--- src/sv/fmpsc_pkg.sv ---
package fmpsc_pkg;

  localparam int unsigned COUNT_WIDTH  = 13;
  localparam int unsigned SETTLE_WIDTH = 4;
  localparam int unsigned SYMBOL_WIDTH = 4;
  localparam int unsigned NUM_BANDS    = 10;
  localparam int unsigned NUM_REGS     = 4;
  localparam int unsigned REG_IDX_WIDTH = $clog2(NUM_REGS);

  typedef logic [COUNT_WIDTH-1:0]  count_t;
  typedef logic [SETTLE_WIDTH-1:0] settle_t;
  typedef logic [SYMBOL_WIDTH-1:0] symbol_t;

  typedef enum logic [REG_IDX_WIDTH-1:0] {
    REG_VALID_MIN     = 2'd0,
    REG_VALID_MAX     = 2'd1,
    REG_JUMP_LIMIT    = 2'd2,
    REG_SETTLE_RELOAD = 2'd3
  } reg_idx_e;

  localparam count_t  VALID_MIN_RESET     = COUNT_WIDTH'(2110);
  localparam count_t  VALID_MAX_RESET     = COUNT_WIDTH'(3100);
  localparam count_t  JUMP_LIMIT_RESET    = COUNT_WIDTH'(70);
  localparam settle_t SETTLE_RELOAD_RESET = SETTLE_WIDTH'(7);

  localparam symbol_t SYMBOL_FIRST = SYMBOL_WIDTH'(1);
  localparam symbol_t SYMBOL_LAST  = SYMBOL_WIDTH'(NUM_BANDS);

  localparam count_t BAND_LO [NUM_BANDS] = '{
    COUNT_WIDTH'(3020), COUNT_WIDTH'(2890), COUNT_WIDTH'(2760), COUNT_WIDTH'(2640),
    COUNT_WIDTH'(2540), COUNT_WIDTH'(2450), COUNT_WIDTH'(2340), COUNT_WIDTH'(2260),
    COUNT_WIDTH'(2190), COUNT_WIDTH'(2115)
  };

  localparam count_t BAND_HI [NUM_BANDS] = '{
    COUNT_WIDTH'(3090), COUNT_WIDTH'(2960), COUNT_WIDTH'(2840), COUNT_WIDTH'(2705),
    COUNT_WIDTH'(2590), COUNT_WIDTH'(2495), COUNT_WIDTH'(2400), COUNT_WIDTH'(2315),
    COUNT_WIDTH'(2240), COUNT_WIDTH'(2160)
  };

  typedef struct packed {
    count_t  valid_min;
    count_t  valid_max;
    count_t  jump_limit;
    settle_t settle_reload;
  } cfg_t;

endpackage

--- src/sv/fmpsc_cfg_regs.sv ---
module fmpsc_cfg_regs (
  input  logic                                clk_i,
  input  logic                                rst_ni,
  input  logic                                cfg_we_i,
  input  logic [fmpsc_pkg::REG_IDX_WIDTH-1:0] cfg_idx_i,
  input  fmpsc_pkg::count_t                   cfg_wdata_i,
  output fmpsc_pkg::cfg_t                     cfg_o
);

  fmpsc_pkg::cfg_t cfg_q;
  fmpsc_pkg::cfg_t cfg_d;

  always_comb begin
    cfg_d = cfg_q;
    if (cfg_we_i) begin
      case (fmpsc_pkg::reg_idx_e'(cfg_idx_i))
        fmpsc_pkg::REG_VALID_MIN:     cfg_d.valid_min  = cfg_wdata_i;
        fmpsc_pkg::REG_VALID_MAX:     cfg_d.valid_max  = cfg_wdata_i;
        fmpsc_pkg::REG_JUMP_LIMIT:    cfg_d.jump_limit = cfg_wdata_i;
        fmpsc_pkg::REG_SETTLE_RELOAD: begin
          cfg_d.settle_reload = cfg_wdata_i[fmpsc_pkg::SETTLE_WIDTH-1:0];
        end
        default: cfg_d = cfg_q;
      endcase
    end
  end

  always_ff @(posedge clk_i or negedge rst_ni) begin
    if (!rst_ni) begin
      cfg_q.valid_min     <= fmpsc_pkg::VALID_MIN_RESET;
      cfg_q.valid_max     <= fmpsc_pkg::VALID_MAX_RESET;
      cfg_q.jump_limit    <= fmpsc_pkg::JUMP_LIMIT_RESET;
      cfg_q.settle_reload <= fmpsc_pkg::SETTLE_RELOAD_RESET;
    end else begin
      cfg_q <= cfg_d;
    end
  end

  assign cfg_o = cfg_q;

endmodule

--- src/sv/fmpsc_band_match.sv ---
module fmpsc_band_match (
  input  fmpsc_pkg::count_t  count_i,
  output logic               hit_o,
  output fmpsc_pkg::symbol_t symbol_o
);

  always_comb begin
    hit_o    = 1'b0;
    symbol_o = fmpsc_pkg::SYMBOL_FIRST;
    for (int k = fmpsc_pkg::NUM_BANDS - 1; k >= 0; k--) begin
      if ((count_i > fmpsc_pkg::BAND_LO[k]) && (count_i < fmpsc_pkg::BAND_HI[k])) begin
        hit_o    = 1'b1;
        symbol_o = fmpsc_pkg::SYMBOL_WIDTH'(k + 1);
      end
    end
  end

endmodule

--- src/sv/fm_period_symbol_classifier_core.sv ---
// Classifies captured carrier period counts into frequency symbols 1 to 10. Each input
// transaction is registered, then classified combinationally against the settle counter,
// the valid window, the jump threshold and the ten fixed bands, and a matching symbol lands
// in an output register; settling captures, out-of-window counts, jumps and counts between
// bands produce no output transaction. A new count is accepted every cycle while the input
// is not stalled; input stalls only while an earlier count waits for a stalled output
// register to drain. Configuration registers are written through the plain write port and
// should only change while the block is idle.
module fm_period_symbol_classifier_core (
  input  logic                                clk_i,
  input  logic                                rst_ni,
  input  logic                                cfg_we_i,
  input  logic [fmpsc_pkg::REG_IDX_WIDTH-1:0] cfg_idx_i,
  input  fmpsc_pkg::count_t                   cfg_wdata_i,
  input  logic                                in_valid_i,
  output logic                                in_stall_o,
  input  fmpsc_pkg::count_t                   period_count_i,
  output logic                                out_valid_o,
  input  logic                                out_stall_i,
  output fmpsc_pkg::symbol_t                  symbol_o
);

  fmpsc_pkg::cfg_t    cfg;
  logic               in_valid_q;
  logic               in_valid_d;
  fmpsc_pkg::count_t  cnt_q;
  fmpsc_pkg::count_t  cnt_d;
  fmpsc_pkg::settle_t settle_q;
  fmpsc_pkg::settle_t settle_d;
  fmpsc_pkg::count_t  last_q;
  fmpsc_pkg::count_t  last_d;
  logic               out_valid_q;
  logic               out_valid_d;
  fmpsc_pkg::symbol_t symbol_q;
  fmpsc_pkg::symbol_t symbol_d;
  logic               out_free;
  logic               proc;
  logic               in_window;
  fmpsc_pkg::count_t  diff;
  logic               jump;
  logic               band_hit;
  fmpsc_pkg::symbol_t band_symbol;
  logic               emit;

  fmpsc_cfg_regs u_cfg (
    .clk_i       (clk_i),
    .rst_ni      (rst_ni),
    .cfg_we_i    (cfg_we_i),
    .cfg_idx_i   (cfg_idx_i),
    .cfg_wdata_i (cfg_wdata_i),
    .cfg_o       (cfg)
  );

  fmpsc_band_match u_band (
    .count_i  (cnt_q),
    .hit_o    (band_hit),
    .symbol_o (band_symbol)
  );

  assign out_free   = !out_valid_q || !out_stall_i;
  assign proc       = in_valid_q && out_free;
  assign in_stall_o = in_valid_q && !out_free;

  assign in_window = (cnt_q >= cfg.valid_min) && (cnt_q <= cfg.valid_max);
  assign diff      = (cnt_q >= last_q) ? (cnt_q - last_q) : (last_q - cnt_q);
  assign jump      = diff > cfg.jump_limit;

  always_comb begin
    settle_d = settle_q;
    last_d   = last_q;
    emit     = 1'b0;
    if (proc) begin
      if (settle_q != '0) begin
        settle_d = settle_q - fmpsc_pkg::SETTLE_WIDTH'(1);
      end else if (in_window) begin
        last_d = cnt_q;
        if (jump) begin
          settle_d = cfg.settle_reload;
        end else begin
          emit = band_hit;
        end
      end
    end
  end

  always_comb begin
    in_valid_d = in_valid_q;
    cnt_d      = cnt_q;
    if (!in_stall_o) begin
      in_valid_d = in_valid_i;
      cnt_d      = period_count_i;
    end
  end

  always_comb begin
    out_valid_d = out_valid_q;
    symbol_d    = symbol_q;
    if (out_free) begin
      out_valid_d = emit;
      symbol_d    = band_symbol;
    end
  end

  always_ff @(posedge clk_i or negedge rst_ni) begin
    if (!rst_ni) begin
      in_valid_q  <= 1'b0;
      settle_q    <= '0;
      last_q      <= '0;
      out_valid_q <= 1'b0;
    end else begin
      in_valid_q  <= in_valid_d;
      settle_q    <= settle_d;
      last_q      <= last_d;
      out_valid_q <= out_valid_d;
    end
  end

  always_ff @(posedge clk_i) begin
    cnt_q    <= cnt_d;
    symbol_q <= symbol_d;
  end

  assign out_valid_o = out_valid_q;
  assign symbol_o    = symbol_q;

  a_symbol_range: assert property (@(posedge clk_i) disable iff (!rst_ni)
    out_valid_q |-> (symbol_q >= fmpsc_pkg::SYMBOL_FIRST) && (symbol_q <= fmpsc_pkg::SYMBOL_LAST))
    else $error("Output symbol outside the band range.");

  a_settle_silent: assert property (@(posedge clk_i) disable iff (!rst_ni)
    (proc && (settle_q != '0)) |=> !out_valid_q)
    else $error("A capture during settling produced a symbol.");

  a_settle_count: assert property (@(posedge clk_i) disable iff (!rst_ni)
    (proc && (settle_q != '0)) |=> (settle_q == $past(settle_q) - fmpsc_pkg::SETTLE_WIDTH'(1)))
    else $error("Settle counter did not step down by one.");

  a_held_item: assert property (@(posedge clk_i) disable iff (!rst_ni)
    (in_valid_q && !out_free) |=> (in_valid_q && $stable(cnt_q) && $stable(last_q)))
    else $error("A blocked count was lost or state changed while blocked.");

endmodule

--- config.mk ---
export PLATFORM = sky130hd
export DESIGN_NAME = fm_period_symbol_classifier_core
export DESIGN_NICKNAME = d
export VERILOG_FILES = /design/src/sv/fmpsc_pkg.sv /design/src/sv/fmpsc_cfg_regs.sv /design/src/sv/fmpsc_band_match.sv /design/src/sv/fm_period_symbol_classifier_core.sv
export SDC_FILE = /design/constraint.sdc
export NUM_CORES = 1
export LEC_CHECK = 0
export ABC_AREA = 1
export BUFFER_PORTS_ARGS = -buffer_cell sky130_fd_sc_hd__buf_4
export CAP_MARGIN = 20
export CORE_UTILIZATION = 35
export CTS_CLUSTER_DIAMETER = 120
export DETAILED_ROUTE_END_ITERATION = 10
export GPL_TIMING_DRIVEN = 1
export SLEW_MARGIN = 40
export SYNTH_ARGS = -nofsm -noshare
export SYNTH_HDL_FRONTEND = slang
export SYNTH_SLANG_ARGS = --single-unit
export TNS_END_PERCENT = 50
--- constraint.sdc ---
create_clock -name clk_i -period 8.72 [get_ports clk_i]
set_clock_uncertainty 0.15 [all_clocks]
set_input_delay 1.308 -clock clk_i [delete_from_list [all_inputs] [get_ports clk_i]]
set_output_delay 1.308 -clock clk_i [all_outputs]
set_load 0.05 [all_outputs]
# After elaboration in Yosys (flattened, before gate mapping)
# Index checks and enable logic that the tools add are counted.
# totals
output_inout_bits,6
rom_bits,0
wordCells,99
input_bits,33
mem_count,0
latchBits,0
regBits,79
ramBits,0
# op_classes
bitwise,1
n_eq_ne,3
addsub,3
reduce_logical,29
shift,0
order_cmp,24
n_div,0
n_mul,0
muxes,27
# op_table
op,n
$gt 13x12->1 const B,10
$lt 13x12->1 const B,10
$ge 13x13->1,2
$sub 13x13->13,2
$mux 4,6
$mux 1,14
$gt 13x13->1,1
$le 13x13->1,1
$logic_and 1x1->1,13
$mux 13,1
$mux 3,4
$reduce_and 2->1,4
$reduce_or 7->1,1
$reduce_and 3->1,2
$eq 2x2->1 const B,2
$mux 2,2
$reduce_bool 2->1,2
$reduce_bool 4->1,1
$sub 4x1->4 const B,1
$logic_not 1->1,3
$reduce_or 3->1,1
$eq 2x1->1 const B,1
$logic_not 2->1,1
$logic_or 1x1->1,1
$not 1->1,1

# Logic depth before layout (Yosys ltp)
# Gate-level depths: netlist of run 1.
# logic_depth
depth_word,16
ltp_mapped,26
ltp_nobuf,24

# Cells and area by module
# Synthesis of run 1 repeated with hierarchy kept, for this count alone.
# unflattened
cells_unflattened,917
hier_area_um2,6563.8
# by_module_without_submodules
module,seq_area_each_um2,cells_each,area_per_inst_um2,instances
fm_period_symbol_classifier_core,985.9,537,3857.4,1
fmpsc_cfg_regs,1097.3,194,1830.5,1
fmpsc_band_match,0.0,186,875.8,1

# Least setup slack after synthesis of run 1
# OpenSTA, ideal clock, no wires.
# synth_timing
kind,input-to-output
startpoint,in out_stall_i
endpoint,out in_stall_o
n_path_buf,0
cell_stages,2
path_slack_ns,5.082
required_time_ns,7.262
arrival_ns,2.180
cell_sequence,nand2_1 > nor2_1
# synth_via
elab_chain_len,4
# synth_rtl
element,line,source
from (decl),fm_period_symbol_classifier_core.sv:19,"input logic out_stall_i,"
$logic_not 1->1,fm_period_symbol_classifier_core.sv:60,assign out_free = !out_valid_q || !out_stall_i;
$logic_or 1x1->1,fm_period_symbol_classifier_core.sv:60,
$logic_not 1->1,fm_period_symbol_classifier_core.sv:62,assign in_stall_o = in_valid_q && !out_free;
$logic_and 1x1->1,fm_period_symbol_classifier_core.sv:62,
to (decl),fm_period_symbol_classifier_core.sv:16,"output logic in_stall_o,"
# Every way passes these cells.

# Worst setup path after layout of run 1
# layout_timing
startpoint,reg cnt_q[8]
endpoint,reg settle_q[0]
# layout_via
elab_chain_len,5
elab_cells_between_ends,11
classes_between,add/sub: 2; order compare: 4; mux: 1; reduce/logical: 4
# layout_rtl
element,line,source
from (decl),fm_period_symbol_classifier_core.sv:26,fmpsc_pkg::count_t cnt_q;
from (signal assigned),fm_period_symbol_classifier_core.sv:119,cnt_q <= cnt_d;
$sub 13x13->13 / $ge 13x13->1 (equally long branches),fm_period_symbol_classifier_core.sv:65,assign diff = (cnt_q >= last_q) ? (cnt_q - last_q) : (last_q - cnt_q);
$mux 13,fm_period_symbol_classifier_core.sv:65,
$gt 13x13->1,fm_period_symbol_classifier_core.sv:66,assign jump = diff > cfg.jump_limit;
$reduce_bool 2->1 (no source line),-,
$reduce_and 3->1 (no source line) (*),-,
to (signal assigned),fm_period_symbol_classifier_core.sv:112,settle_q <= settle_d;
to (decl),fm_period_symbol_classifier_core.sv:28,fmpsc_pkg::settle_t settle_q;
# Mark *: on every way between the ends. The rest lies on a longest branch, timed or not.
# A chain may end at the register's enable or synchronous reset.

==> Implementation_results.wiki, run 1 <==
{| class="wikitable"
! Metric !! Value
|-
| WL/cell || 14.77 um
|-
| Netlist area before placement || 6243 um^2
|-
| Delay contributed by the slowest stage of the critical path || about 0.76 ns
|-
| Max-cap viol count || 0
|-
| Power per standard cell area || 287.7 nW/um^2
|-
| Placed instance count || 1127
|-
| Number of standard cells in the final layout excluding fillers || 1143
|-
| Min cycle time layout || 4.487 ns
|-
| Switching share of total power || 46.42%
|-
| Unrepaired setup endpoints after global routing || false
|-
| Number of enable flip-flop cells after synthesis || 17
|-
| Critical Path Slowest Stage Cell || sky130_fd_sc_hd__edfxtp_1
|-
| Depth of the worst register-to-register path || 23
|-
| Proportion of synthesized chip area in sequential cells || 33.37%
|-
| Crit end category || flop
|-
| Worst IR drop on VDD || 124.2 uV
|-
| Initial core utilization || 35.97%
|-
| CTS tree || yes
|-
| Net count after synthesis || 983
|-
| Required arrival time at the worst endpoint || a little under 9 ns
|-
| Run status || completed
|-
| Die Footprint || 18380 um^2
|-
| Clk Tree Root Cell || sky130_fd_sc_hd__clkbuf_16
|-
| Antenna diode count || 0
|-
| Number of global-route vias before repair || roughly 5400
|-
| Overflow after GRT || 0
|-
| Maximum clock frequency || about 0.22 GHz
|-
| Synthesized netlist cell count || 883
|-
| Dpl ws || 4.301 ns
|-
| Post-detail-place hpwl || around 13000 um
|-
| Pin count of the biggest net entering global routing || 40
|-
| List of most frequent post-synthesis cells || 243 x sky130_fd_sc_hd__nand2_1, 147 x sky130_fd_sc_hd__inv_1, 84 x sky130_fd_sc_hd__o21ai_0
|-
| Final total negative setup slack || 0 ns
|-
| Cell chain of the critical path || inv_1 -> ha_1 -> nand2_1 -> nor2_1 -> nor2_1 -> inv_1 -> a21oi_2 -> nand2_1 -> nor2_2 -> nand2_1 -> a21boi_0 -> ha_1 -> nand2_1 -> inv_1 -> nand3_1 -> nor3_1 -> o21ai_0 -> nand2_1 -> nand2_1 -> nand2_1 -> nand3_1 -> nand2_1 -> nand2_1
|-
| Top-Level Pins || 39
|-
| P&R area growth vs syn || 12.30%
|-
| Core footprint || 17360 um^2
|-
| Vertical die dimension || between 100 and 150 um
|-
| Start of the worst register-to-register path || cnt_q[8]$_DFFE_PN_
|-
| Hold Path Stages || 2
|-
| Source of the worst hold timing path || u_cfg.cfg_o[12]$_DFFE_PN0P_
|-
| Ratio of cells with drive above 1 in the final layout || 9.913%
|-
| Worst setup SP type || flop
|-
| Number of optimization iterations in the first detailed-route pass || 5
|-
| Internal || ~1.1 mW
|-
| Minimum setup slack among reg-to-reg paths || 4.23 ns
|-
| Post-synthesis cell type with the largest combined area || sky130_fd_sc_hd__dfrtp_1
|-
| Worst-case clock buffer depth || 2
|-
| CTS HTree Levels || 3
|-
| Hold crit path type || flop to flop
|-
| Worst Hold Endpoint || u_cfg.cfg_o[12]$_DFFE_PN0P_
|-
| Clock group share of total power || 18.2%
|-
| Routability cong. || 0.9382
|-
| Later-pin clock latency in the skew report || 0.35 ns
|-
| Via count || 5626
|-
| Vias/cell || 4.922
|-
| Buffers added on ports || 38
|-
| Final Hold Violating Endpoints || 0
|-
| Comb pwr share || 55.6%
|-
| Die W || 135.6 um
|-
| Async S/R FF share, synth || 78.48%
|-
| Distinct cell type count after synthesis || 40
|-
| Most common cell in the netlist || sky130_fd_sc_hd__nand2_1
|-
| WL final || between 15000 and 20000 um
|-
| Critical path start-end classification || flop to flop
|-
| Resized Gates After CTS || 0
|-
| Synth top area share || between 15 and 20%
|-
| Final critical-path setup slack || 4.233 ns
|-
| First DRT Iteration DRCs || 438
|-
| Syn avg cell area || a little over 7 um^2
|-
| Clock transition time at the flip-flop clock pins of the worst setup and hold paths || roughly 0.06 ns
|-
| First-pass GRT wire length || 27300 um
|-
| YS warnings || 0
|-
| Global-route usage over all layers || about a fifth
|-
| Relative max-transition margin || a little under three fifths
|-
| Total DRC errors in the routed layout || 0
|-
| Number of nets in the final layout || 1013
|-
| Reg2reg end || settle_q[0]$_DFFE_PN0P_
|-
| Most used cell, CP || sky130_fd_sc_hd__nand2_1
|-
| Top FF cell, synth || sky130_fd_sc_hd__dfrtp_1
|-
| Number of hold buffers added after cts || 0
|-
| Total number of placement rows || 48
|-
| Final critical-path share of the clock period || 51.46%
|-
| Total CTS buffers || 9
|-
| Buffer count from post-CTS setup fixing || 0
|-
| Top cells by area in the synthesized netlist || sky130_fd_sc_hd__dfrtp_1 18%, sky130_fd_sc_hd__nand2_1 15%, sky130_fd_sc_hd__ha_1 13%
|-
| Number of nets still failing antenna checks after routing || 0
|-
| Initial antenna violation count || 0
|-
| Max Transition Viols Final || 0
|-
| Number of clock sinks || 79
|-
| Lkg Pwr || between 3 and 4 nW
|-
| Net Sw Power || 936.6 uW
|-
| Biggest fanout along the worst timing path || 16
|-
| Number of flip-flops and latches in the synthesized netlist || 79
|-
| Part of the power in registers || 26.2%
|-
| CP arrival || approximately 4.6 ns
|-
| Transition time at the pin with the least slew margin || 0.6630 ns
|-
| # setup viols final || 0
|}
## worst max path at each step
| stage | from | endpoint |
|---|---|---|
| after global placement | cnt_q[8]$_DFFE_PN_ | settle_q[0]$_DFFE_PN0P_ |
| after global routing | cnt_q[8]$_DFFE_PN_ | settle_q[2]$_DFFE_PN0P_ |
| after CTS | cnt_q[8]$_DFFE_PN_ | settle_q[0]$_DFFE_PN0P_ |
| final | cnt_q[8]$_DFFE_PN_ | settle_q[0]$_DFFE_PN0P_ |
| after detailed placement | cnt_q[8]$_DFFE_PN_ | settle_q[2]$_DFFE_PN0P_ |
| after floorplan | out_stall_i | in_stall_o |
## metrics by stage
stage / power [mW] / instance area [um^2] / utilization [%] / hold slack (ns)
2_1_floorplan: 1.392 / 6243 / - / 0.3030
3_3_place_gp: 1.652 / 6698 / 38.59 / 0.3170
3_5_place_dp: 1.650 / 6718 / 38.70 / 0.3241
4_1_cts: 2.030 / 6997 / 40.31 / 0.3392
5_1_grt: 2.226 / 7012 / 40.40 / 0.3628
6_report: 2.018 / 7012 / 40.40 / 0.3359
## sequential cells by signal, summed over array words and instances (netlist names)
register,count
cnt_q,13
in_valid_q,1
last_q,13
out_valid_o,1
settle_q,4
symbol_o,4
u_cfg.cfg_o,43
## critical path: cells and delay by family (launching register included)
kind / cells / cell delay (ns)
AO/OA/AOI/OAI: 3 / 0.44
adder cells (fa/ha/maj): 2 / 0.78
buffers and inverters: 3 / 0.40
flip-flops: 1 / 0.76
AND/OR/NAND/NOR: 15 / 1.84
## layout make-up
cell class | instances | area, um^2
clock buffers | 13 | 261.5
well taps | 225 | 281.5
flip-flops and latches | 79 | 2083
inverters | 149 | 559.3
fillers | 1779 | 10340
multi-input cells | 635 | 3503
repair buffers | 39 | 305.3
clock inverters | 3 | 17.52
## metal layers
layer  global-route usage [%]  share of wire [%]  routed length, um  up-vias
li1                         -                  -                  -     2887
met1                    24.84                 46               7736     2528
met2                    31.92                 46               7844      168
met3                    4.452                4.7                799       43
met4                    7.553                3.0                503        0
met5                        0                  0                  0        -
## power by group through the flow
stage,clock network [mW],registers [mW],logic [mW]
3_5_place_dp,0,0.535,1.12
3_3_place_gp,0,0.534,1.12
5_1_grt,0.391,0.540,1.30
6_report,0.367,0.529,1.12
4_1_cts,0.375,0.529,1.13
2_1_floorplan,0,0.517,0.875
## logic make-up after synthesis
group,after synthesis,share of synthesized area [%]
compound gates,136,11.56
xor+xnor,19,2.665
fa+ha+maj,67,13.67
buf+inv,169,10.76
flops,79,33.37
simple gates,413,27.98
## layout by cell type (no fill, tap or decap), types with 2 or more instances in the layout
master                      instances
sky130_fd_sc_hd__a21oi_1           35
sky130_fd_sc_hd__a21oi_2            2
sky130_fd_sc_hd__a31oi_1            4
sky130_fd_sc_hd__buf_4             38
sky130_fd_sc_hd__clkbuf_1           3
sky130_fd_sc_hd__clkbuf_16         10
sky130_fd_sc_hd__clkinv_2           2
sky130_fd_sc_hd__dfrtp_1           45
sky130_fd_sc_hd__dfstp_2           17
sky130_fd_sc_hd__edfxtp_1          17
sky130_fd_sc_hd__fa_1               2
sky130_fd_sc_hd__ha_1              65
sky130_fd_sc_hd__inv_1            147
sky130_fd_sc_hd__inv_2              2
sky130_fd_sc_hd__nand2_1          243
sky130_fd_sc_hd__nand2_2            4
sky130_fd_sc_hd__nand3_1           44
sky130_fd_sc_hd__nand3_2            4
sky130_fd_sc_hd__nand3b_1           2
sky130_fd_sc_hd__nand4_1           20
sky130_fd_sc_hd__nor2_1            75
sky130_fd_sc_hd__nor2_2             3
sky130_fd_sc_hd__nor3_1            12
sky130_fd_sc_hd__o21ai_0           84
sky130_fd_sc_hd__o21ai_2            2
sky130_fd_sc_hd__o21bai_1           3
sky130_fd_sc_hd__xnor2_1            2
sky130_fd_sc_hd__xor2_1            17
Power figures use the tool's default switching activity.
==> run 2, diff against run 1 <==
Clock period 8.72 ns to 4.1 ns, I/O delays scaled along.
==> Implementation_results.wiki, run 2 (synthesis results as in run 1) <==
{| class="wikitable"
! Metric !! Value
|-
| Clock transition time at the flip-flop clock pins of the worst setup and hold paths || 0.06 ns (about the same)
|-
| Via count || 5626 (unchanged)
|-
| Ratio of cells with drive above 1 in the final layout || 12.18% (+2.3 points)
|-
| Dpl ws || 0.2739 ns (-4.027 ns)
|-
| Largest register FFs || 43 (unchanged)
|-
| Net Sw Power || 2.009 mW (+110%)
|-
| CTS HTree Levels || 3 (unchanged)
|-
| Total DRC errors in the routed layout || 0 (unchanged)
|-
| Critical path start-end classification || flop to flop
|-
| Later-pin clock latency in the skew report || 0.35 ns (about the same)
|-
| Post-detail-place hpwl || 13300 um (+1.7%)
|-
| Transition time at the pin with the least slew margin || 0.6104 ns (-0.05259 ns)
|-
| Number of standard cells in the final layout excluding fillers || 1161 (+1.6%)
|-
| Number of nets still failing antenna checks after routing || 0 (unchanged)
|-
| Min cycle time layout || 3.713 ns (-0.7737 ns)
|-
| Multi-input gate area in the final layout || 3528 um^2 (+0.71%)
|-
| Maximum clock frequency || 0.2693 GHz (+21%)
|-
| Crit end category || flop
|-
| CP arrival || 3.80 ns (-0.77 ns)
|-
| Commonest cells after routing, fill and taps aside || 243 x sky130_fd_sc_hd__nand2_1, 145 x sky130_fd_sc_hd__inv_1, 84 x sky130_fd_sc_hd__o21ai_0, 75 x sky130_fd_sc_hd__nor2_1, 65 x sky130_fd_sc_hd__ha_1
|-
| Relative max-transition margin || 59.31% (+3.5 points)
|-
| Hold crit path type || input pin to asynchronous set/reset pin
|-
| WL/cell || 14.56 um (-1.4%)
|-
| First DRT Iteration DRCs || 397 (-9.4%)
|-
| Number of global-route vias before repair || 5387 (+0.20%)
|-
| P&R area growth vs syn || 14.95%
|-
| Clk Tree Root Cell || sky130_fd_sc_hd__clkbuf_16
|-
| Leading cell type in the layout, fill and taps excluded || sky130_fd_sc_hd__nand2_1
|-
| Switching share of total power || 46.27% (-0.15 points)
|-
| Final Hold Violating Endpoints || 0 (unchanged)
|-
| Buffers added on ports || 38 (unchanged)
|-
| Depth of the worst register-to-register path || 22 (-4.3%)
|-
| Worst setup SP type || flop
|-
| Placed instance count || 1143 (+1.4%)
|-
| Initial antenna violation count || 0 (unchanged)
|-
| Pin count of the biggest net entering global routing || 63 (+57%)
|-
| Die W || 135.6 um (unchanged)
|-
| Vertical die dimension || 135.6 um (unchanged)
|-
| WL final || 16910 um (+0.13%)
|-
| Number of nets in the final layout || 1031 (+1.8%)
|-
| # setup viols final || 0 (unchanged)
|-
| Part of the power in registers || 25.2% (-1.0 points)
|-
| Internal || 2.332 mW (+120%)
|-
| Routability cong. || 0.9477 (+1.0%)
|-
| First-pass GRT wire length || 27230 um (-0.25%)
|-
| Total number of placement rows || 48 (unchanged)
|-
| Clock group share of total power || 18.4% (+0.2 points)
|-
| Power per standard cell area || 604.9 nW/um^2 (+110%)
|-
| Comb pwr share || 56.4% (+0.8 points)
|-
| Number of clock sinks || 79 (unchanged)
|-
| Reg2reg end || settle_q[2]$_DFFE_PN0P_
|-
| Max-cap viol count || 0 (unchanged)
|-
| Required arrival time at the worst endpoint || 4.19 ns (-4.62 ns)
|-
| Vias/cell || 4.846 (-1.6%)
|-
| Initial core utilization || 35.97% (unchanged)
|-
| Total CTS buffers || 9 (unchanged)
|-
| Biggest fanout along the worst timing path || 12 (-4)
|-
| Die Footprint || 18380 um^2 (unchanged)
|-
| Final critical-path setup slack || 0.3867 ns (-3.846 ns)
|-
| Max Transition Viols Final || 0 (unchanged)
|-
| Antenna diode count || 0 (unchanged)
|-
| Number of fillers in the final layout || 1801 (+1.2%)
|-
| Global-route usage over all layers || 19.24% (-0.28 points)
|-
| Top-Level Pins || 39 (unchanged)
|-
| Minimum setup slack among reg-to-reg paths || 0.39 ns (-3.85 ns)
|-
| Worst-case clock buffer depth || 2 (unchanged)
|-
| Lkg Pwr || 3.734 nW (+2.7%)
|-
| Start of the worst register-to-register path || cnt_q[9]$_DFFE_PN_
|-
| CTS tree || yes
|-
| Worst IR drop on VDD || 258.6 uV (+110%)
|-
| Run status || completed
|-
| Number of optimization iterations in the first detailed-route pass || 5 (unchanged)
|-
| Core footprint || 17360 um^2 (unchanged)
|-
| Total power || 4.341 mW (+120%)
|-
| Final critical-path share of the clock period || 90.57% (+39 points)
|-
| Storage cell area || 2083 um^2 (unchanged)
|-
| Overflow after GRT || 0 (unchanged)
|}
==> run 2: cell types whose count changed in the layout (fill, tap and decap cells not counted), sizes merged <==
cell and change:
clkbuf -2, inv +1, buf +18, clkinv +1
==> run 2: metrics by stage <==
stage	TNS, ns	instance area (um^2)	utilization, %	hold slack (ns)
3_5_place_dp	0	6830	39.35	0.3251
5_1_grt	-0.01203	7177	41.35	0.1582
6_report	0	7177	41.35	0.07634
4_1_cts	0	7123	41.04	0.2473
3_3_place_gp	0	6825	39.32	0.3176
2_1_floorplan	0	6243	-	0.1694
==> run 2: repair_timing <==
action | CTS | global route
gates resized for setup | 0 | 6
hold buffers | 0 | 0
setup endpoints to repair | 0 | 4
setup buffers | 0 | 2
==> run 2: power groups by stage <==
stage               Combinational [mW]  Clock (mW)  Sequential, mW
finish                            2.45       0.797            1.09
global route                      2.82       0.848            1.12
CTS                               2.42       0.818            1.09
detailed placement                2.40           0            1.10
global placement                  2.40           0            1.11
floorplan                         1.86           0            1.10
==> run 2: cell type report <==
type                       count  area share [%]
multi-input combinational    635           49.16
sequential                    79           29.03
inverter                     149           7.793
timing repair buffer          57           6.015
tap                          225           3.923
clock buffer                  11           3.539
clock inverter                 5          0.5404
==> run 2: metal layers <==
layer | part of all wire [%] | track usage [%] | vias to the layer above
met2 | 44 | 29.90 | 150
li1 | - | - | 2920
met3 | 5.8 | 4.302 | 27
met1 | 47 | 25.89 | 2529
met4 | 2.5 | 7.241 | 0
met5 | 0 | 0 | -
==> run 2: worst max-delay path by stage <==
stage,startpoint,endpoint,slack (ns),cells after the start
floorplan,cnt_q[4]$_DFFE_PN_,settle_q[0]$_DFFE_PN0P_,0.63,23
global placement,cnt_q[0]$_DFFE_PN_,settle_q[1]$_DFFE_PN0P_,0.31,22
detailed placement,cnt_q[9]$_DFFE_PN_,settle_q[0]$_DFFE_PN0P_,0.27,22
CTS,cnt_q[0]$_DFFE_PN_,settle_q[2]$_DFFE_PN0P_,0.25,24
global route,cnt_q[0]$_DFFE_PN_,settle_q[1]$_DFFE_PN0P_,-0.006,24
finish,cnt_q[9]$_DFFE_PN_,settle_q[2]$_DFFE_PN0P_,0.39,22
==> run 2: worst max-delay path: stages (launching register included) <==
cell and delay [ns]:
sky130_fd_sc_hd__edfxtp_1 0.36, sky130_fd_sc_hd__inv_1 0.14, sky130_fd_sc_hd__ha_1 0.46, sky130_fd_sc_hd__nand2_2 0.12, sky130_fd_sc_hd__nor2_2 0.17, sky130_fd_sc_hd__inv_2 0.07
sky130_fd_sc_hd__nor4_4 0.29, sky130_fd_sc_hd__nand3b_4 0.28, sky130_fd_sc_hd__nand2_1 0.07, sky130_fd_sc_hd__inv_1 0.05, sky130_fd_sc_hd__a21oi_1 0.04, sky130_fd_sc_hd__ha_1 0.28
sky130_fd_sc_hd__nand2_1 0.04, sky130_fd_sc_hd__inv_1 0.06, sky130_fd_sc_hd__nand3_1 0.11, sky130_fd_sc_hd__nor3_4 0.19, sky130_fd_sc_hd__o21ai_0 0.13, sky130_fd_sc_hd__nand2_1 0.08
sky130_fd_sc_hd__nand2_1 0.09, sky130_fd_sc_hd__nand2_1 0.15, sky130_fd_sc_hd__nand3_1 0.14, sky130_fd_sc_hd__nand2_1 0.08, sky130_fd_sc_hd__nand2_1 0.05
